File: src/sv/dfia_pkg.sv
// Package: shared types, codes and constants of the deferred-free index allocator.
package dfia_pkg;

    // Field widths fixed by the item format
    localparam int CMD_W   = 2;
    localparam int IDX_W   = 8;
    localparam int STAT_W  = 2;

    // Shared ring: 16 slots, pointers count modulo 32
    localparam int RING_DEPTH = 16;
    localparam int SLOT_W     = 4;
    localparam int PTR_W      = 5;

    // Default heap size
    localparam int HEAP_ENTRIES_DEF = 16;

    // Command codes
    localparam logic [CMD_W-1:0] CMD_ALLOC = 2'd0;
    localparam logic [CMD_W-1:0] CMD_FREE  = 2'd1;
    localparam logic [CMD_W-1:0] CMD_EOF   = 2'd2;
    localparam logic [CMD_W-1:0] CMD_NOP   = 2'd3;

    // Status codes
    localparam logic [STAT_W-1:0] ST_OK        = 2'd0;
    localparam logic [STAT_W-1:0] ST_EXHAUSTED = 2'd1;
    localparam logic [STAT_W-1:0] ST_RANGE     = 2'd2;
    localparam logic [STAT_W-1:0] ST_RING_FULL = 2'd3;

    // Input transaction
    typedef struct packed {
        logic [CMD_W-1:0] command;
        logic [IDX_W-1:0] index_in;
    } t_in;

    // Result transaction
    typedef struct packed {
        logic [IDX_W-1:0]  index_out;
        logic [STAT_W-1:0] status;
        logic              can_allocate;
    } t_out;

    // Controller to datapath commands
    typedef struct packed {
        logic load;   // capture the accepted transaction
        logic exec;   // apply it to pointers, ring and result register
    } t_dp_cmd;

endpackage

File: src/sv/dfia_ram.sv
// Generic single-write, single-read RAM with registered read data.
module dfia_ram #(
    parameter int WIDTH = 8,
    parameter int DEPTH = 16
) (
    input  logic                     i_clk,
    input  logic                     i_we,
    input  logic [$clog2(DEPTH)-1:0] i_waddr,
    input  logic [WIDTH-1:0]         i_wdata,
    input  logic [$clog2(DEPTH)-1:0] i_raddr,
    output logic [WIDTH-1:0]         o_rdata
);

    logic [WIDTH-1:0] r_mem [DEPTH];
    logic [WIDTH-1:0] r_rdata;

    // Write port and registered read port
    always_ff @(posedge i_clk) begin
        if (i_we) begin
            r_mem[i_waddr] <= i_wdata;
        end
        r_rdata <= r_mem[i_raddr];
    end

    assign o_rdata = r_rdata;

endmodule

File: src/sv/dfia_ctrl.sv
// Controller: accepts a transaction, runs the execute state, strobes the result.
module dfia_ctrl (
    input  logic             i_clk,
    input  logic             i_rst_n,
    input  logic             start,
    output logic             busy,
    output logic             o_valid,
    output dfia_pkg::t_dp_cmd o_cmd
);
    import dfia_pkg::*;

    localparam logic S_IDLE = 1'b0;
    localparam logic S_EXEC = 1'b1;

    logic r_state, n_state;
    logic r_valid, n_valid;

    // Next state
    always_comb begin
        n_state = r_state;
        n_valid = 1'b0;
        unique case (r_state)
            S_IDLE: begin
                if (start) begin
                    n_state = S_EXEC;
                end
            end
            S_EXEC: begin
                n_state = S_IDLE;
                n_valid = 1'b1;
            end
            default: begin
                n_state = S_IDLE;
            end
        endcase
    end

    // State registers
    always_ff @(posedge i_clk) begin
        if (!i_rst_n) begin
            r_state <= S_IDLE;
            r_valid <= 1'b0;
        end else begin
            r_state <= n_state;
            r_valid <= n_valid;
        end
    end

    assign busy       = (r_state == S_EXEC);
    assign o_valid    = r_valid;
    assign o_cmd.load = (r_state == S_IDLE) && start;
    assign o_cmd.exec = (r_state == S_EXEC);

    // A result strobe follows the execute state
    a_valid_after_exec: assert property (@(posedge i_clk) disable iff (!i_rst_n)
        o_valid |-> $past(r_state == S_EXEC))
        else $error("result strobe without execute cycle");

    // An accepted transaction enters the execute cycle
    a_load_enters_exec: assert property (@(posedge i_clk) disable iff (!i_rst_n)
        o_cmd.load |=> busy)
        else $error("accepted transaction without execute cycle");

    // Execute is never extended: busy is low in the cycle after it is high
    a_exec_one_cycle: assert property (@(posedge i_clk) disable iff (!i_rst_n)
        busy |=> !busy)
        else $error("busy held longer than one cycle");

endmodule

File: src/sv/dfia_dp.sv
// Datapath: fresh counter, ring pointers, recycle ring and result register.
module dfia_dp #(
    parameter int HEAP_ENTRIES = dfia_pkg::HEAP_ENTRIES_DEF
) (
    input  logic              i_clk,
    input  logic              i_rst_n,
    input  dfia_pkg::t_dp_cmd i_cmd,
    input  dfia_pkg::t_in     i_item,
    output dfia_pkg::t_out    o_result
);
    import dfia_pkg::*;

    localparam int CNT_W = $clog2(HEAP_ENTRIES + 1);
    localparam logic [CNT_W-1:0] HEAP_CNT = CNT_W'(HEAP_ENTRIES);
    localparam logic [IDX_W-1:0] HEAP_IDX = IDX_W'(HEAP_ENTRIES);
    localparam logic [PTR_W-1:0] RING_FULL_OCC = PTR_W'(RING_DEPTH);

    t_in              r_item;
    logic [CNT_W-1:0] r_fresh, n_fresh;
    logic [PTR_W-1:0] r_head, n_head;
    logic [PTR_W-1:0] r_split, n_split;
    logic [PTR_W-1:0] r_tail, n_tail;
    t_out             r_out, n_out;

    logic [IDX_W-1:0] ram_rdata;
    logic             ram_we;
    logic [PTR_W-1:0] occupancy;
    logic             free_avail;

    // Ring storage: written at tail, read at head
    dfia_ram #(
        .WIDTH (IDX_W),
        .DEPTH (RING_DEPTH)
    ) u_ring (
        .i_clk   (i_clk),
        .i_we    (ram_we),
        .i_waddr (r_tail[SLOT_W-1:0]),
        .i_wdata (r_item.index_in),
        .i_raddr (r_head[SLOT_W-1:0]),
        .o_rdata (ram_rdata)
    );

    assign occupancy  = r_tail - r_head;
    assign free_avail = (r_head != r_split);

    // Command decode and pointer update
    always_comb begin
        n_fresh = r_fresh;
        n_head  = r_head;
        n_split = r_split;
        n_tail  = r_tail;
        ram_we  = 1'b0;
        n_out.index_out = '0;
        n_out.status    = ST_OK;
        unique case (r_item.command)
            CMD_ALLOC: begin
                if (free_avail) begin
                    n_out.index_out = ram_rdata;
                    n_head = r_head + PTR_W'(1);
                end else if (r_fresh < HEAP_CNT) begin
                    n_out.index_out = IDX_W'(r_fresh);
                    n_fresh = r_fresh + CNT_W'(1);
                end else begin
                    n_out.status = ST_EXHAUSTED;
                end
            end
            CMD_FREE: begin
                if (r_item.index_in >= HEAP_IDX) begin
                    n_out.status = ST_RANGE;
                end else if (occupancy == RING_FULL_OCC) begin
                    n_out.status = ST_RING_FULL;
                end else begin
                    ram_we = i_cmd.exec;
                    n_tail = r_tail + PTR_W'(1);
                end
            end
            CMD_EOF: begin
                n_split = r_tail;
            end
            default: begin
                // unused command: no effect
            end
        endcase
        n_out.can_allocate = (n_head != n_split) || (n_fresh < HEAP_CNT);
    end

    // Control state: fresh counter and ring pointers
    always_ff @(posedge i_clk) begin
        if (!i_rst_n) begin
            r_fresh <= '0;
            r_head  <= '0;
            r_split <= '0;
            r_tail  <= '0;
        end else if (i_cmd.exec) begin
            r_fresh <= n_fresh;
            r_head  <= n_head;
            r_split <= n_split;
            r_tail  <= n_tail;
        end
    end

    // Payload registers
    always_ff @(posedge i_clk) begin
        if (i_cmd.load) begin
            r_item <= i_item;
        end
        if (i_cmd.exec) begin
            r_out <= n_out;
        end
    end

    assign o_result = r_out;

    a_ring_bound: assert property (@(posedge i_clk) disable iff (!i_rst_n)
        occupancy <= RING_FULL_OCC)
        else $error("ring holds more than its depth");

    a_split_order: assert property (@(posedge i_clk) disable iff (!i_rst_n)
        PTR_W'(r_split - r_head) <= occupancy)
        else $error("split pointer outside head..tail");

    a_fresh_bound: assert property (@(posedge i_clk) disable iff (!i_rst_n)
        r_fresh <= HEAP_CNT)
        else $error("fresh counter beyond heap size");

endmodule

File: src/sv/deferred_free_index_allocator.sv
// Top level: deferred-free slot index allocator over a fixed heap.
// Each accepted transaction is applied in the execute state; its result and strobe are registered.
// A new transaction is accepted only while busy is low; busy is high for the one execute cycle,
// in which the registered ring read at the head pointer becomes usable.
// The receiver cannot stall: each result is shown for exactly one cycle on o_valid.
// Synchronous active-low reset empties both queues and zeroes the fresh counter.
module deferred_free_index_allocator #(
    parameter int HEAP_ENTRIES = dfia_pkg::HEAP_ENTRIES_DEF
) (
    input  logic           i_clk,
    input  logic           i_rst_n,
    input  logic           start,
    input  dfia_pkg::t_in  i_item,
    output logic           busy,
    output logic           o_valid,
    output dfia_pkg::t_out o_result
);
    import dfia_pkg::*;

    t_dp_cmd dp_cmd;

    dfia_ctrl u_ctrl (
        .i_clk   (i_clk),
        .i_rst_n (i_rst_n),
        .start   (start),
        .busy    (busy),
        .o_valid (o_valid),
        .o_cmd   (dp_cmd)
    );

    dfia_dp #(
        .HEAP_ENTRIES (HEAP_ENTRIES)
    ) u_dp (
        .i_clk    (i_clk),
        .i_rst_n  (i_rst_n),
        .i_cmd    (dp_cmd),
        .i_item   (i_item),
        .o_result (o_result)
    );

endmodule

File: config.mk
export PLATFORM = sky130hd
export DESIGN_NAME = deferred_free_index_allocator
export DESIGN_NICKNAME = d
export VERILOG_FILES = /design/src/sv/dfia_pkg.sv /design/src/sv/dfia_ram.sv /design/src/sv/dfia_ctrl.sv /design/src/sv/dfia_dp.sv /design/src/sv/deferred_free_index_allocator.sv
export SDC_FILE = /design/constraint.sdc
export NUM_CORES = 1
export LEC_CHECK = 0
export ABC_CLOCK_PERIOD_IN_PS = 9320
export BUFFER_PORTS_ARGS = -buffer_cell sky130_fd_sc_hd__buf_4
export CORE_ASPECT_RATIO = 1.25
export CORE_MARGIN = 2
export CORE_UTILIZATION = 45
export CTS_BUF_LIST = sky130_fd_sc_hd__clkbuf_16
export DETAILED_ROUTE_END_ITERATION = 16
export GPL_TIMING_DRIVEN = 0
export RECOVER_POWER = 50
export SYNTH_ARGS = -nofsm -noshare
export SYNTH_HDL_FRONTEND = slang
export SYNTH_SLANG_ARGS = --single-unit
File: constraint.sdc
create_clock -name i_clk -period 9.32 [get_ports i_clk]
set_input_delay 2.33 -clock i_clk [delete_from_list [all_inputs] [get_ports i_clk]]
set_output_delay 2.33 -clock i_clk [all_outputs]
set_load 0.02 [all_outputs]
==> run metrics <==
core area=0.01557 mm2; Post-DRT Antenna Nets=0; row cnt=51; Synth top cells by count=149 x edfxtp_1, 40 x mux4_2, 30 x dfxtp_1; syn nets=around 430; mapped cell area=~0.0072 mm2; worst setup margin=around 5.1 ns; H-Tree Depth=4; HPWL after DPL=9970 um; FF+latch area=between 0.005 and 0.006 mm2; Seq/Total Area, Yosys=~71%; cell with the most instances after synthesis=edfxtp_1; Setup Buffers After CTS=0; EDFF count, synth=149; Yosys reg bits=roughly 180; CTS tree=yes; Setup Crit Path Kind=reg -> reg; clk_skew=0.007401 ns; Max VDD drop=~0.00012 V; Synth top area share=between 60% and 70%; die area=about 0.017 mm2; Leakage=0.002633 uW; WL final=about 14000 um; cell area after layout=between 0.008 and 0.009 mm2; switching share of power=approximately a fifth; Clock transition at path regs=roughly 0.06 ns; max-slew violations=0; Top FF cell, synth=edfxtp_1; initial antenna violation count=0; PwrDens=about 190 mW/mm2; Final Hold Fails=0; Initial Util=46.07%; via count=3622; WP data arrival=4.30 ns; Tcrit/Tclk final=a little under half; Die Y=between 100 and 150 um; vias in the first global route=3749; Synth area leaders=edfxtp_1 62%, mux4_2 13%, dfxtp_1 8.4%; maximum clock rate=234.8 MHz; Critical Path Source Type=register; register share of total power=57.2%; GPL Wtd Cong=between 0.7 and 0.8; status=finished clean; MaxCap Viol Count=0; CTS buffer count=17; post-synth top area cell=edfxtp_1; total power draw=roughly 1500 uW; routed len/inst=about 21 um; # fillers=around 1300; layout cell share with drive strength beyond 1=between 20% and 30%; minimum clock period=4.259 ns; Ant. Diodes=0; Total GRT Usage=18.68%; first-pass GRT wire length=about 22000 um; # clock sinks=179; Remaining DRCs=0; Final Setup Violations=0; Post-DP Area=~0.0076 mm2; Cells after Synth=roughly 400; actual slew at the worst max-slew pin=around 1.3 ns; GRT Residual Overflow=0; DRT iter0 DRCs=295; Worst-Skew Late Latency=0.43 ns; area grow syn2layout=13.64%; Max FO, Critical Path=10; synth warn=0; P_int=roughly 1200 uW; I/O Buffers=25; root buffer cell=clkbuf_16; DR vias/cell=roughly 5.4; combinational cell fraction of total power=1.3%; Avg Inst Size Synth=17.84 um2; TNS Setup=0 ns; switching power=306.5 uW; I/O pins=26; post-cts hold buffer count=0; area of the multi-input gates=about 0.0020 mm2; unrepaired setup endpoints after global routing=no; post-cts resize count=0; clock network power share=roughly two fifths; dpl ws=between 4 and 5 ns; relative slew slack=roughly an eighth; Post-synth ARST share=0%; Yosys cell types=41; deepest clock path buffer count=2; Crit. End Element=register; largest net degree at the start of global routing=18; Hold Path Class=reg -> reg; chip width=~120 um; Worst EP required=between 9 and 10 ns; TritonRoute pass-1 iters=4; Net count, final=between 400 and 500
power groups by stage:
stage               combinational (uW)  clock [uW]  sequential [uW]
global placement                  19.7           0              900
detailed placement                20.1           0              900
floorplan                         7.42           0              897
global route                      21.1         688              884
finish                            19.3         642              883
CTS                               20.1         654              883
path summary, 6_finish.rpt:
path | start | end | slack (ns) | depth (start not counted)
setup / recovery | u_dp.r_head[1] | u_dp.u_ring.r_mem[2][4] | 5.06 | 10
hold reg to reg | u_dp.r_split[3] | u_dp.r_split[3] | 0.49 | 2
setup reg to reg | u_dp.r_head[1] | u_dp.u_ring.r_mem[2][4] | 5.06 | 10
hold / removal | u_dp.r_split[3] | u_dp.r_split[3] | 0.49 | 2
layer usage:
metal | vias to the layer above | global-route usage (%) | share of wire, %
met3 | 24 | 5.054 | 4.7
met1 | 1861 | 22.86 | 38
met5 | - | 0 | 0
met2 | 86 | 31.71 | 55
li1 | 1651 | - | -
met4 | 0 | 6.294 | 2.2
stage by stage:
step                      cells  hold slack, ns  util, %
after floorplan             402          0.4611        -
after detailed placement    639          0.4771    48.98
after global placement      639          0.4688    48.98
final                       671          0.4853    52.35
after global routing        671          0.5161    52.35
after CTS                   669          0.4854    52.35
registers in the layout (all words and copies together) (netlist names):
register	count
u_ctrl.busy	1
u_ctrl.o_valid	1
u_dp.o_result	11
u_dp.r_fresh	5
u_dp.r_head	5
u_dp.r_item	10
u_dp.r_split	5
u_dp.r_tail	5
u_dp.u_ring.o_rdata	8
u_dp.u_ring.r_mem	128
cells by family after synthesis:
logic type,synth area share (%)
flops,70.75
simple gates,6.890
mux,14.09
buf+inv,1.500
compound gates,2.337
xor+xnor,2.686
fa+ha+maj,1.744
critical path: stages, from the launching register on:
cell and delay, ns:
dfxtp_1 0.34, buf_4 0.24, clkbuf_1 0.51, inv_1 0.18, ha_1 0.32, nor2b_1 0.13, o21a_1 0.18, o211a_1 0.25
o31ai_4 0.44, nand2_1 0.23, nor3_1 1.04
placed cells by master, fill, tap and decap left out, drive strengths merged, types with 11 or more instances in the layout:
cell type  count
buf           18
clkbuf        44
dfxtp         30
edfxtp       149
mux2i         11
mux4          40
nand2         20
nand3         13
nor2          24
xnor2         14
final cells by class:
| cell class | instances | share of cell area, % |
|---|---|---|
| buffer | 18 | 0.9210 |
| clock buffer | 17 | 5.219 |
| sequential | 179 | 62.26 |
| inverter | 6 | 0.2763 |
| clock inverter | 13 | 1.213 |
| tap | 212 | 3.254 |
| timing repair buffer | 27 | 2.441 |
| multi-input combinational | 199 | 24.42 |
Note: power is estimated with default switching activity, not from simulation.
